==> config.mk <==
export PLATFORM = sky130hd
export DESIGN_NAME = four_channel_servo_pulse_gen_core
export DESIGN_NICKNAME = d
export VERILOG_FILES = /design/src/hw/rtl/spg_pkg.sv /design/src/hw/rtl/spg_scaler.sv /design/src/hw/rtl/spg_datapath.sv /design/src/hw/rtl/spg_ctrl.sv /design/src/hw/rtl/four_channel_servo_pulse_gen_core.sv
export SDC_FILE = /design/constraint.sdc
export NUM_CORES = 2
export LEC_CHECK = 0
export ABC_AREA = 1
export CAP_MARGIN = 20
export CORE_MARGIN = 2
export CORE_UTILIZATION = 45
export CTS_BUF_LIST = sky130_fd_sc_hd__clkbuf_16
export DETAILED_ROUTE_END_ITERATION = 8
export DONT_BUFFER_PORTS = 1
export GPL_TIMING_DRIVEN = 1
export PLACE_DENSITY = 0.58
export SLEW_MARGIN = 15
export SYNTH_ARGS = -nofsm -noshare
export SYNTH_HDL_FRONTEND = slang
export SYNTH_SLANG_ARGS = --single-unit
==> constraint.sdc <==
create_clock -name clk -period 7.9 [get_ports clk]
set_input_delay 1.58 -clock clk [delete_from_list [all_inputs] [get_ports clk]]
set_output_delay 1.58 -clock clk [all_outputs]
set_load 0.01 [all_outputs]
==> src/hw/rtl/spg_pkg.sv <==
// spg_pkg: shared widths, request and register codes, reset values and
// controller/datapath handshake structs for the servo pulse generator
// no dependencies
package spg_pkg;

    localparam int POS_W    = 16;
    localparam int FRAME_W  = 20;
    localparam int KHZ_W    = 16;
    localparam int DIV_W    = 16;
    localparam int TO_W     = 8;
    localparam int REQ_W    = 2;
    localparam int NB_W     = 4;
    localparam int CFG_IDX_W = 2;
    localparam int CFG_DAT_W = 20;
    localparam int FIELD_CH = 4;

    // (position + trim) is clamped to non-negative and below 2^17 when it reaches the scaler
    localparam int OPND_W   = 17;
    localparam int PROD_W   = OPND_W + KHZ_W;
    localparam int STEP_W   = $clog2(PROD_W + 1);

    localparam logic [REQ_W-1:0] REQ_TICK    = 2'd0;
    localparam logic [REQ_W-1:0] REQ_WRITE   = 2'd1;
    localparam logic [REQ_W-1:0] REQ_CAPTURE = 2'd2;

    localparam logic [CFG_IDX_W-1:0] CFG_FRAME_TICKS = 2'd0;
    localparam logic [CFG_IDX_W-1:0] CFG_CLK_KHZ     = 2'd1;
    localparam logic [CFG_IDX_W-1:0] CFG_SCALE_DIV   = 2'd2;
    localparam logic [CFG_IDX_W-1:0] CFG_TIMEOUT     = 2'd3;

    localparam logic [FRAME_W-1:0] FRAME_TICKS_RST = 20'd75000;
    localparam logic [KHZ_W-1:0]   CLK_KHZ_RST     = 16'd20000;
    localparam logic [DIV_W-1:0]   SCALE_DIV_RST   = 16'd7800;
    localparam logic [TO_W-1:0]    TIMEOUT_RST     = 8'd40;

    localparam logic [POS_W-1:0]   CENTER_US = 16'd1500;
    localparam logic [NB_W-1:0]    MAX_BYTES = 4'd8;
    localparam logic [POS_W-1:0]   LEN_MAX   = 16'hffff;

    typedef struct packed {
        logic do_tick;
        logic do_write;
        logic capture;
        logic scale_start;
        logic len_store;
    } ctrl_cmd_t;

    typedef struct packed {
        logic             item_fire;
        logic [REQ_W-1:0] req;
        logic             cfg_fire;
        logic             scale_done;
    } ctrl_sts_t;

endpackage

==> src/hw/rtl/spg_scaler.sv <==
// spg_scaler: one multiply then a restoring divider, one quotient bit a cycle,
// saturating the quotient to 16 bits; uses spg_pkg
module spg_scaler
(
    input  logic                       clk,
    input  logic                       rst_n,
    input  logic                       start,
    input  logic [spg_pkg::OPND_W-1:0] opnd,
    input  logic [spg_pkg::KHZ_W-1:0]  khz,
    input  logic [spg_pkg::DIV_W-1:0]  divisor,
    output logic                       done,
    output logic [spg_pkg::POS_W-1:0]  quot
);

    logic [spg_pkg::PROD_W-1:0] acc_reg;
    logic [spg_pkg::DIV_W-1:0]  rem_reg;
    logic [spg_pkg::DIV_W-1:0]  div_reg;
    logic [spg_pkg::STEP_W-1:0] step_reg;
    logic                       run_reg;
    logic                       done_reg;

    logic [spg_pkg::DIV_W:0]    shifted;
    logic                       fits;
    logic [spg_pkg::DIV_W:0]    diff;

    // acc shifts the dividend out at the top and the quotient in at the bottom
    assign shifted = {rem_reg, acc_reg[spg_pkg::PROD_W-1]};
    assign fits    = shifted >= {1'b0, div_reg};
    assign diff    = shifted - {1'b0, div_reg};

    always_ff @(posedge clk or negedge rst_n)
    begin
        if (!rst_n)
        begin
            step_reg <= '0;
            run_reg  <= 1'b0;
            done_reg <= 1'b0;
        end
        else if (start)
        begin
            step_reg <= spg_pkg::STEP_W'(spg_pkg::PROD_W);
            run_reg  <= 1'b1;
            done_reg <= 1'b0;
        end
        else if (run_reg)
        begin
            step_reg <= step_reg - 1'b1;
            if (step_reg == spg_pkg::STEP_W'(1))
            begin
                run_reg  <= 1'b0;
                done_reg <= 1'b1;
            end
        end
        else
        begin
            done_reg <= 1'b0;
        end
    end

    always_ff @(posedge clk)
    begin
        if (start)
        begin
            acc_reg <= spg_pkg::PROD_W'(opnd) * spg_pkg::PROD_W'(khz);
            rem_reg <= '0;
            div_reg <= (divisor == '0) ? spg_pkg::DIV_W'(1) : divisor;
        end
        else if (run_reg)
        begin
            acc_reg <= {acc_reg[spg_pkg::PROD_W-2:0], fits};
            rem_reg <= fits ? diff[spg_pkg::DIV_W-1:0] : shifted[spg_pkg::DIV_W-1:0];
        end
    end

    assign done = done_reg;
    assign quot = (|acc_reg[spg_pkg::PROD_W-1:spg_pkg::POS_W]) ? spg_pkg::LEN_MAX
                                                                : acc_reg[spg_pkg::POS_W-1:0];

    a_done_after_run: assert property (@(posedge clk) disable iff (!rst_n)
        $rose(done) |-> $past(run_reg))
        else $error("scaler done without a running division");

    a_no_overlap: assert property (@(posedge clk) disable iff (!rst_n)
        run_reg |-> !done_reg)
        else $error("scaler done while still dividing");

    a_step_bound: assert property (@(posedge clk) disable iff (!rst_n)
        run_reg |-> (step_reg != '0))
        else $error("scaler step count ran out while running");

endmodule

==> src/hw/rtl/spg_datapath.sv <==
// spg_datapath: configuration registers, positions, trims, scaled lengths,
// frame counter and pin levels; instantiates spg_scaler, uses spg_pkg
module spg_datapath #(
    parameter int CHANNELS = 4,
    parameter int CH_W     = 2
)
(
    input  logic                          clk,
    input  logic                          rst_n,
    input  spg_pkg::ctrl_cmd_t            cmd,
    input  logic [CH_W-1:0]               ch_sel,
    input  logic                          cfg_we,
    input  logic [spg_pkg::CFG_IDX_W-1:0] cfg_index,
    input  logic [spg_pkg::CFG_DAT_W-1:0] cfg_data,
    input  logic [spg_pkg::NB_W-1:0]      write_bytes,
    input  logic [spg_pkg::POS_W-1:0]     pos_zero,
    input  logic [spg_pkg::POS_W-1:0]     pos_one,
    input  logic [spg_pkg::POS_W-1:0]     pos_two,
    input  logic [spg_pkg::POS_W-1:0]     pos_three,
    output logic [CHANNELS-1:0]           pin_levels,
    output logic                          active,
    output logic                          scale_done
);

    logic [spg_pkg::FRAME_W-1:0] frame_ticks_reg;
    logic [spg_pkg::KHZ_W-1:0]   clk_khz_reg;
    logic [spg_pkg::DIV_W-1:0]   scale_div_reg;
    logic [spg_pkg::TO_W-1:0]    timeout_reg;

    logic [spg_pkg::POS_W-1:0]   position_reg [CHANNELS];
    logic [spg_pkg::POS_W-1:0]   trim_reg     [CHANNELS];
    logic [spg_pkg::POS_W-1:0]   plen_reg     [CHANNELS];
    logic [spg_pkg::POS_W-1:0]   cand_reg     [CHANNELS];
    logic [spg_pkg::TO_W-1:0]    frames_left_reg;
    logic [spg_pkg::FRAME_W-1:0] frame_count_reg;
    logic [CHANNELS-1:0]         pin_reg;
    logic                        active_reg;

    logic [spg_pkg::POS_W-1:0]   position_next [CHANNELS];
    logic [spg_pkg::POS_W-1:0]   trim_next     [CHANNELS];
    logic [spg_pkg::POS_W-1:0]   pos_in        [CHANNELS];
    logic [CHANNELS-1:0]         pin_tick;
    logic [spg_pkg::NB_W-1:0]    nbytes;
    logic                        frame_start;
    logic                        drive;
    logic [spg_pkg::FRAME_W:0]   count_inc;
    logic [spg_pkg::FRAME_W-1:0] count_next;

    logic [spg_pkg::POS_W-1:0]   pos_sel;
    logic [spg_pkg::POS_W-1:0]   trim_sel;
    logic signed [spg_pkg::OPND_W:0] sum;
    logic [spg_pkg::OPND_W-1:0]  opnd;
    logic [spg_pkg::POS_W-1:0]   quot;

    // only the first four channels have a position field
    for (genvar g = 0; g < CHANNELS; g++)
    begin : g_pos_in
        if (g == 0)
        begin : g_f0
            assign pos_in[g] = pos_zero;
        end
        else if (g == 1)
        begin : g_f1
            assign pos_in[g] = pos_one;
        end
        else if (g == 2)
        begin : g_f2
            assign pos_in[g] = pos_two;
        end
        else if (g == 3)
        begin : g_f3
            assign pos_in[g] = pos_three;
        end
        else
        begin : g_fx
            assign pos_in[g] = spg_pkg::CENTER_US;
        end
    end

    // byte-wise position update, then optional trim capture
    always_comb
    begin
        logic [spg_pkg::POS_W-1:0] merged;
        logic lo_we;
        logic hi_we;
        if (cmd.capture || (write_bytes > spg_pkg::MAX_BYTES))
            nbytes = spg_pkg::MAX_BYTES;
        else
            nbytes = write_bytes;
        for (int ch = 0; ch < CHANNELS; ch++)
        begin
            lo_we  = (ch < spg_pkg::FIELD_CH) && (nbytes > spg_pkg::NB_W'(2 * ch));
            hi_we  = (ch < spg_pkg::FIELD_CH) && (nbytes > spg_pkg::NB_W'(2 * ch + 1));
            merged = {hi_we ? pos_in[ch][15:8] : position_reg[ch][15:8],
                      lo_we ? pos_in[ch][7:0]  : position_reg[ch][7:0]};
            if (cmd.capture)
            begin
                position_next[ch] = spg_pkg::CENTER_US;
                trim_next[ch]     = merged - spg_pkg::CENTER_US;
            end
            else
            begin
                position_next[ch] = merged;
                trim_next[ch]     = trim_reg[ch];
            end
        end
    end

    // one timer tick: frame start, then each pin against its own length
    always_comb
    begin
        logic [spg_pkg::POS_W-1:0] len_eff;
        logic                      pin_mid;
        frame_start = (frame_count_reg == '0);
        drive       = frame_start && (frames_left_reg != '0);
        for (int ch = 0; ch < CHANNELS; ch++)
        begin
            len_eff      = drive ? cand_reg[ch] : plen_reg[ch];
            pin_mid      = frame_start ? drive : pin_reg[ch];
            pin_tick[ch] = pin_mid &&
                           ({{(spg_pkg::FRAME_W-spg_pkg::POS_W){1'b0}}, len_eff}
                            > frame_count_reg);
        end
        count_inc = {1'b0, frame_count_reg} + 1'b1;
        if (count_inc >= {1'b0, frame_ticks_reg})
            count_next = '0;
        else
            count_next = count_inc[spg_pkg::FRAME_W-1:0];
    end

    always_ff @(posedge clk or negedge rst_n)
    begin
        if (!rst_n)
        begin
            frame_ticks_reg <= spg_pkg::FRAME_TICKS_RST;
            clk_khz_reg     <= spg_pkg::CLK_KHZ_RST;
            scale_div_reg   <= spg_pkg::SCALE_DIV_RST;
            timeout_reg     <= spg_pkg::TIMEOUT_RST;
        end
        else if (cfg_we)
        begin
            case (cfg_index)
                spg_pkg::CFG_FRAME_TICKS: frame_ticks_reg <= cfg_data;
                spg_pkg::CFG_CLK_KHZ:     clk_khz_reg     <= cfg_data[spg_pkg::KHZ_W-1:0];
                spg_pkg::CFG_SCALE_DIV:   scale_div_reg   <= cfg_data[spg_pkg::DIV_W-1:0];
                spg_pkg::CFG_TIMEOUT:     timeout_reg     <= cfg_data[spg_pkg::TO_W-1:0];
                default:                  timeout_reg     <= timeout_reg;
            endcase
        end
    end

    always_ff @(posedge clk or negedge rst_n)
    begin
        if (!rst_n)
        begin
            for (int ch = 0; ch < CHANNELS; ch++)
            begin
                position_reg[ch] <= spg_pkg::CENTER_US;
                trim_reg[ch]     <= '0;
                plen_reg[ch]     <= '0;
            end
            frames_left_reg <= spg_pkg::TIMEOUT_RST;
            frame_count_reg <= '0;
            pin_reg         <= '0;
            active_reg      <= 1'b0;
        end
        else if (cmd.do_write)
        begin
            for (int ch = 0; ch < CHANNELS; ch++)
            begin
                position_reg[ch] <= position_next[ch];
                trim_reg[ch]     <= trim_next[ch];
            end
            frames_left_reg <= timeout_reg;
        end
        else if (cmd.do_tick)
        begin
            if (drive)
            begin
                for (int ch = 0; ch < CHANNELS; ch++)
                    plen_reg[ch] <= cand_reg[ch];
                frames_left_reg <= frames_left_reg - 1'b1;
            end
            if (frame_start)
                active_reg <= drive;
            pin_reg         <= pin_tick;
            frame_count_reg <= count_next;
        end
    end

    // precomputed lengths, refreshed one channel at a time by the controller
    always_ff @(posedge clk)
    begin
        if (cmd.len_store)
            cand_reg[ch_sel] <= quot;
    end

    assign pos_sel  = position_reg[ch_sel];
    assign trim_sel = trim_reg[ch_sel];
    assign sum      = $signed({2'b00, pos_sel}) + $signed({{2{trim_sel[15]}}, trim_sel});
    assign opnd     = (sum > 0) ? sum[spg_pkg::OPND_W-1:0] : '0;

    spg_scaler u_scaler
    (
        .clk     (clk),
        .rst_n   (rst_n),
        .start   (cmd.scale_start),
        .opnd    (opnd),
        .khz     (clk_khz_reg),
        .divisor (scale_div_reg),
        .done    (scale_done),
        .quot    (quot)
    );

    assign pin_levels = pin_reg;
    assign active     = active_reg;

endmodule

==> src/hw/rtl/spg_ctrl.sv <==
// spg_ctrl: decodes accepted words into datapath commands and sequences the
// per-channel length recompute; uses spg_pkg
module spg_ctrl #(
    parameter int CHANNELS = 4,
    parameter int CH_W     = 2
)
(
    input  logic               clk,
    input  logic               rst_n,
    input  spg_pkg::ctrl_sts_t sts,
    output spg_pkg::ctrl_cmd_t cmd,
    output logic [CH_W-1:0]    ch_sel,
    output logic               busy
);

    localparam logic [1:0] S_IDLE  = 2'd0;
    localparam logic [1:0] S_START = 2'd1;
    localparam logic [1:0] S_WAIT  = 2'd2;

    logic [1:0]      state_reg;
    logic [1:0]      state_next;
    logic [CH_W-1:0] ch_reg;
    logic [CH_W-1:0] ch_next;
    logic            last_ch;

    assign last_ch = (ch_reg == CH_W'(CHANNELS - 1));

    always_comb
    begin
        state_next = state_reg;
        ch_next    = ch_reg;
        case (state_reg)
            S_IDLE:
            begin
                if (sts.cfg_fire || (sts.item_fire &&
                    (sts.req == spg_pkg::REQ_WRITE || sts.req == spg_pkg::REQ_CAPTURE)))
                begin
                    state_next = S_START;
                    ch_next    = '0;
                end
            end
            S_START:
            begin
                state_next = S_WAIT;
            end
            S_WAIT:
            begin
                if (sts.scale_done)
                begin
                    if (last_ch)
                        state_next = S_IDLE;
                    else
                    begin
                        state_next = S_START;
                        ch_next    = ch_reg + 1'b1;
                    end
                end
            end
            default:
            begin
                state_next = S_IDLE;
            end
        endcase
    end

    // reset leaves a recompute pending so the lengths match the reset settings
    always_ff @(posedge clk or negedge rst_n)
    begin
        if (!rst_n)
        begin
            state_reg <= S_START;
            ch_reg    <= '0;
        end
        else
        begin
            state_reg <= state_next;
            ch_reg    <= ch_next;
        end
    end

    always_comb
    begin
        cmd.do_tick     = sts.item_fire && (sts.req == spg_pkg::REQ_TICK);
        cmd.do_write    = sts.item_fire &&
                          (sts.req == spg_pkg::REQ_WRITE || sts.req == spg_pkg::REQ_CAPTURE);
        cmd.capture     = sts.item_fire && (sts.req == spg_pkg::REQ_CAPTURE);
        cmd.scale_start = (state_reg == S_START);
        cmd.len_store   = (state_reg == S_WAIT) && sts.scale_done;
    end

    assign ch_sel = ch_reg;
    assign busy   = (state_reg != S_IDLE);

    a_no_item_busy: assert property (@(posedge clk) disable iff (!rst_n)
        busy |-> !sts.item_fire && !sts.cfg_fire)
        else $error("word accepted during recompute");

    a_store_in_range: assert property (@(posedge clk) disable iff (!rst_n)
        cmd.len_store |-> (ch_reg <= CH_W'(CHANNELS - 1)))
        else $error("length stored to a channel that does not exist");

    a_start_then_wait: assert property (@(posedge clk) disable iff (!rst_n)
        cmd.scale_start |=> (state_reg == S_WAIT) && !cmd.scale_start)
        else $error("scaler started twice for one channel");

endmodule

==> src/hw/rtl/four_channel_servo_pulse_gen_core.sv <==
// four_channel_servo_pulse_gen_core: ticks go back to back while out_ready is high;
// the result word is valid the cycle after its input word is accepted.
// a position write or a config write starts a recompute of all scaled lengths:
// one multiply, 33 divider steps and one store for each channel in turn, with
// input and config ready low meanwhile.
// reset (async, active low) restores defaults and runs the same recompute.
module four_channel_servo_pulse_gen_core #(
    parameter int CHANNELS = 4
)
(
    input  logic                          clk,
    input  logic                          rst_n,
    input  logic                          cfg_valid,
    output logic                          cfg_ready,
    input  logic [spg_pkg::CFG_IDX_W-1:0] cfg_index,
    input  logic [spg_pkg::CFG_DAT_W-1:0] cfg_data,
    input  logic                          in_valid,
    output logic                          in_ready,
    input  logic [spg_pkg::REQ_W-1:0]     req_type,
    input  logic [spg_pkg::NB_W-1:0]      write_bytes,
    input  logic [spg_pkg::POS_W-1:0]     pos_zero,
    input  logic [spg_pkg::POS_W-1:0]     pos_one,
    input  logic [spg_pkg::POS_W-1:0]     pos_two,
    input  logic [spg_pkg::POS_W-1:0]     pos_three,
    output logic                          out_valid,
    input  logic                          out_ready,
    output logic [3:0]                    servo_levels,
    output logic                          frame_active
);

    localparam int CH_W = (CHANNELS > 1) ? $clog2(CHANNELS) : 1;

    spg_pkg::ctrl_cmd_t  cmd;
    spg_pkg::ctrl_sts_t  sts;
    logic [CH_W-1:0]     ch_sel;
    logic                busy;
    logic                scale_done;
    logic                in_fire;
    logic                cfg_fire;
    logic                out_valid_reg;
    logic [CHANNELS-1:0] pin_levels;
    logic                active;

    assign in_ready  = !busy && (!out_valid_reg || out_ready);
    assign cfg_ready = !busy;
    assign in_fire   = in_valid && in_ready;
    assign cfg_fire  = cfg_valid && cfg_ready;

    always_comb
    begin
        sts.item_fire  = in_fire;
        sts.req        = req_type;
        sts.cfg_fire   = cfg_fire;
        sts.scale_done = scale_done;
    end

    spg_ctrl #(
        .CHANNELS (CHANNELS),
        .CH_W     (CH_W)
    ) u_ctrl
    (
        .clk    (clk),
        .rst_n  (rst_n),
        .sts    (sts),
        .cmd    (cmd),
        .ch_sel (ch_sel),
        .busy   (busy)
    );

    spg_datapath #(
        .CHANNELS (CHANNELS),
        .CH_W     (CH_W)
    ) u_datapath
    (
        .clk         (clk),
        .rst_n       (rst_n),
        .cmd         (cmd),
        .ch_sel      (ch_sel),
        .cfg_we      (cfg_fire),
        .cfg_index   (cfg_index),
        .cfg_data    (cfg_data),
        .write_bytes (write_bytes),
        .pos_zero    (pos_zero),
        .pos_one     (pos_one),
        .pos_two     (pos_two),
        .pos_three   (pos_three),
        .pin_levels  (pin_levels),
        .active      (active),
        .scale_done  (scale_done)
    );

    // a new word is taken only when the output slot is free or draining,
    // so the pin state itself is the result payload
    always_ff @(posedge clk or negedge rst_n)
    begin
        if (!rst_n)
            out_valid_reg <= 1'b0;
        else if (in_fire)
            out_valid_reg <= 1'b1;
        else if (out_ready)
            out_valid_reg <= 1'b0;
    end

    always_comb
    begin
        servo_levels = '0;
        for (int i = 0; i < spg_pkg::FIELD_CH; i++)
        begin
            if (i < CHANNELS)
                servo_levels[i] = pin_levels[i];
        end
    end

    assign out_valid    = out_valid_reg;
    assign frame_active = active;

    a_write_recomputes: assert property (@(posedge clk) disable iff (!rst_n)
        (in_fire && (req_type == spg_pkg::REQ_WRITE || req_type == spg_pkg::REQ_CAPTURE))
        |=> busy)
        else $error("position write did not start a recompute");

    a_cfg_recomputes: assert property (@(posedge clk) disable iff (!rst_n)
        cfg_fire |=> busy)
        else $error("config write did not start a recompute");

    a_pins_hold_busy: assert property (@(posedge clk) disable iff (!rst_n)
        busy |=> $stable(pin_levels) && $stable(active))
        else $error("pins moved during recompute");

    a_idle_frame_low: assert property (@(posedge clk) disable iff (!rst_n)
        !active |-> (pin_levels == '0))
        else $error("pin high outside a driving frame");

endmodule

==> results.md <==
- Ys async rst share: between 60% and 70%
- Later-pin clock latency in the skew report: about 0.6 ns
- Via total after detailed routing: 28500
- Wire length of the first global-routing pass: 160 mm
- Count of different cell masters after synthesis: 70
- Die width: around 280 um
- Global router's overall resource usage: 26.4%
- Die span in y: 277 um
- Placement row count: 100
- Number of levels in the clock H-tree: 2
- Antenna viol nets, final: 0
- Synth Area in Simple Gates: between 20% and 30%
- Maximum frequency from static timing analysis: around 0.13 GHz
- CP endpoint kind: register
- Result of the run: finished, violations left
- Wirelength per Cell: 18.6 um
- Number of top-level pins: 105
- Count of flip-flops with a built-in enable after synthesis: 113
- Combined area of all synthesized cells: ~0.034 sq mm
- Via count of the first global-routing pass: approximately 29000
- RSZ-0062 raised after global routing: yes
- Placer congestion estimate: 0.953
- Failing checks: negative setup slack
- Number of max-slew violations in the final report: 0
- Standard cell core area: 0.0741 sq mm
- Delay of the slowest cell on the worst path: 0.58 ns
- Warnings from Yosys: 0
- Final hold vios: 0
- Placed Instance Area: approximately 0.036 sq mm
- 1st-pass router iterations: 5
- Worst-case setup slack after placement: -0.522 ns
- Root cell of the clock tree: clkbuf_16
- Post-Syn Area per Cell: 8.06 sq um
- Area growth syn-to-layout: 19.2%
- Starting utilization of the core area: 45.3%
- Compound-Gate Fraction of Synth Area: 12.0%
- Share of Yosys cell area claimed by the top area cell type: 18.2%
- Register area share after synthesis: 33.5%
- CTS tree: built
- Post-DP HPWL: 75.1 mm
- Total clock buffers created by CTS: just under 50
- Multiplexer fraction of the synthesized cell area: 0%
- Post-synth net total: between 4000 and 5000
- Worst clock skew: 0.0163 ns
- Adder-cell share of the synthesized area: 21.4%
- Top flip-flop cell by instance count after synthesis: dfrtp_1
- Min Tclk post-route: 8.00 ns
- Buffer depth of the longest clock path: 3
- Initial antenna violation count: 4
- XOR/XNOR share of the synthesized area: 1.75%
- Die area: 0.0767 sq mm
- CP arrival: 8.31 ns
- Fill cell total of the finished layout: 6959
- DRC violation count after routing: 0
- Number of antenna repair diodes: 0
- Area used by sequential logic in the layout: 0.0112 sq mm
- Number of input and output port buffers inserted: 0
- Share of layout cells above drive strength 1: 18.6%
- Total area of multi-input combinational cells: between 0.02 and 0.025 sq mm
- Critical path fanouts, max: 9
- Post-synthesis register bit count: 427
- Combinational family with the most area after synthesis: simple AND/OR/NAND/NOR gates
- Ranking of synthesized cells by area: dfrtp_1 18%, fa_1 13%, edfxtp_1 10%, nand2_1 9.7%, ha_1 8.8%
- Clock input transition at the sequential cells of the worst setup and hold paths: 0.06 ns
- Type of origin of the critical path: register
- Pin count of the biggest net entering global routing: 299
- Worst Hold Class: reg2reg
- Worst Path Class, Setup: reg2reg
- Total of endpoints with negative setup slack in the final report: 14
- Worst Path Required: 8.22 ns
- Clk sink count: between 400 and 500
- Least-Margin Pin Slew: between 0.9 and 1 ns
- Area leader, netlist: dfrtp_1
- Final layout net count: 4938
- Post-detailed-route via-to-cell ratio: 5.28
- Mapped Cells: 4159
- Wire length reported by the detailed router: 100 mm
- Overflow after GRT: 0
- Final clock period utilization by the worst path: 101%
- Cell at the slowest stage of the critical path: fa_1
- Post-route worst setup slack: -0.0988 ns
- DRT iter0 DRCs: slightly below 2000
- Library cell appearing most often on the critical path: fa_1
- Final cell area excluding filler cells: 0.0400 sq mm
- Max cap viols: 0
- Relative slew slack: 37.4%
## Yosys cell counts (4+ instances only)
master      n
nand2_1   869
clkbuf_1  111
nand3_4     4
buf_6      11
inv_2      13
nor3_1     23
o21ai_0   305
nor4_1     21
nand2_2    20
buf_2      27
or2_2       7
nand4_1    32
a31oi_1    15
a21oi_1   212
clkinv_1    5
ha_1      237
edfxtp_1  113
o221ai_1    4
inv_1     643
xor2_1     39
nor2_1    398
dfrtp_1   244
buf_1      17
o211ai_1    8
a21o_1     15
dfstp_2    54
o21ai_2     7
o21a_1      6
o22ai_1    93
dfxtp_1    16
nand3_1   228
nand3b_1   24
xnor2_1    25
nor2_4      4
nor2_2      7
nand3_2    12
fa_1      210
nand2_4     5
o21ai_1    25
## critical path: cells and delay by family, from the launching register on
family	cells	cell delay, ns
fa+ha+maj	8	3.65
buf+inv	12	1.31
compound gates	7	1.17
simple gates	10	0.87
flops	1	0.48
xor+xnor	1	0.20
## placed cells by master, fill, tap and decap left out, types with 25 or more instances in the layout
cell       instances
a21oi_1          170
a21oi_2           40
buf_4            296
buf_6             30
clkbuf_16         50
dfrtp_1          242
dfstp_2           54
edfxtp_1         113
fa_1             200
ha_1             208
ha_4              25
inv_1            630
inv_2             34
nand2_1          832
nand2_2           46
nand3_1          202
nand3_2           31
nand4_1           32
nor2_1           362
nor2_2            32
o21ai_0          263
o21ai_1           55
o22ai_1           88
xor2_1            38
## through the flow
step	TNS, ns	instances	hold slack, ns	util, %
2_1_floorplan	0	4159	0.437	-
5_1_grt	-6.99	5404	0.490	54.0
3_3_place_gp	-8.26	5260	0.460	49.1
3_5_place_dp	-8.92	5260	0.462	49.1
4_1_cts	-0.523	5392	0.473	53.2
6_report	-0.799	5404	0.472	54.0
## timing repair
item                                    CTS  global route
gates cloned                              9             0
endpoints found under the setup margin   23            25
pin swaps                                78           101
buffers inserted                         31            11
resized for setup                       240           135
hold buffers                              0             0
## final timing paths
kind	from	end	slack [ns]	cells after the start
hold reg to reg	u_datapath.u_scaler.rem_reg[14]	u_datapath.u_scaler.rem_reg[14]	0.47	2
setup reg to reg	u_ctrl.ch_sel[0]	u_datapath.u_scaler.acc_reg[32]	-0.1	38
min in group asynchronous	rst_n	u_datapath.frame_ticks_reg[18]	0.68	0
setup / recovery	u_ctrl.ch_sel[0]	u_datapath.u_scaler.acc_reg[32]	-0.1	38
hold / removal	u_datapath.u_scaler.rem_reg[14]	u_datapath.u_scaler.rem_reg[14]	0.47	2
max in group asynchronous	rst_n	u_datapath.trim_reg[36]	6.50	0
## layer usage
| layer | share of wire [%] | vias to the layer above | GRT usage, % |
|---|---|---|---|
| met1 | 45 | 13700 | 36.0 |
| met4 | 3.3 | 2 | 8.54 |
| met2 | 47 | 717 | 43.4 |
| met5 | 0.011 | - | 0 |
| li1 | - | 13900 | - |
| met3 | 5.4 | 188 | 3.99 |
## cell type report
class / count / share of cell area (%)
inverter: 664 / 6.39
multi-input combinational: 2900 / 50.7
tap: 969 / 3.03
sequential: 427 / 28.1
timing repair buffer: 351 / 7.78
clock inverter: 42 / 0.826
timing repair inverter: 1 / 0.0188
clock buffer: 50 / 3.13
## kinds of logic (layout without fill, tap and decap cells)
| group | count (synthesis) | in the layout |
|---|---|---|
| flip-flops | 427 | 427 |
| AO/OA/AOI/OAI | 723 | 723 |
| AND/OR/NAND/NOR | 1665 | 1665 |
| buffers and inverters | 832 | 1108 |
| XOR/XNOR | 65 | 65 |
| adder cells (fa/ha/maj) | 447 | 447 |
Power is not shown: default switching activity piles up to over one toggle a cycle in this logic, so the estimate is an artifact.
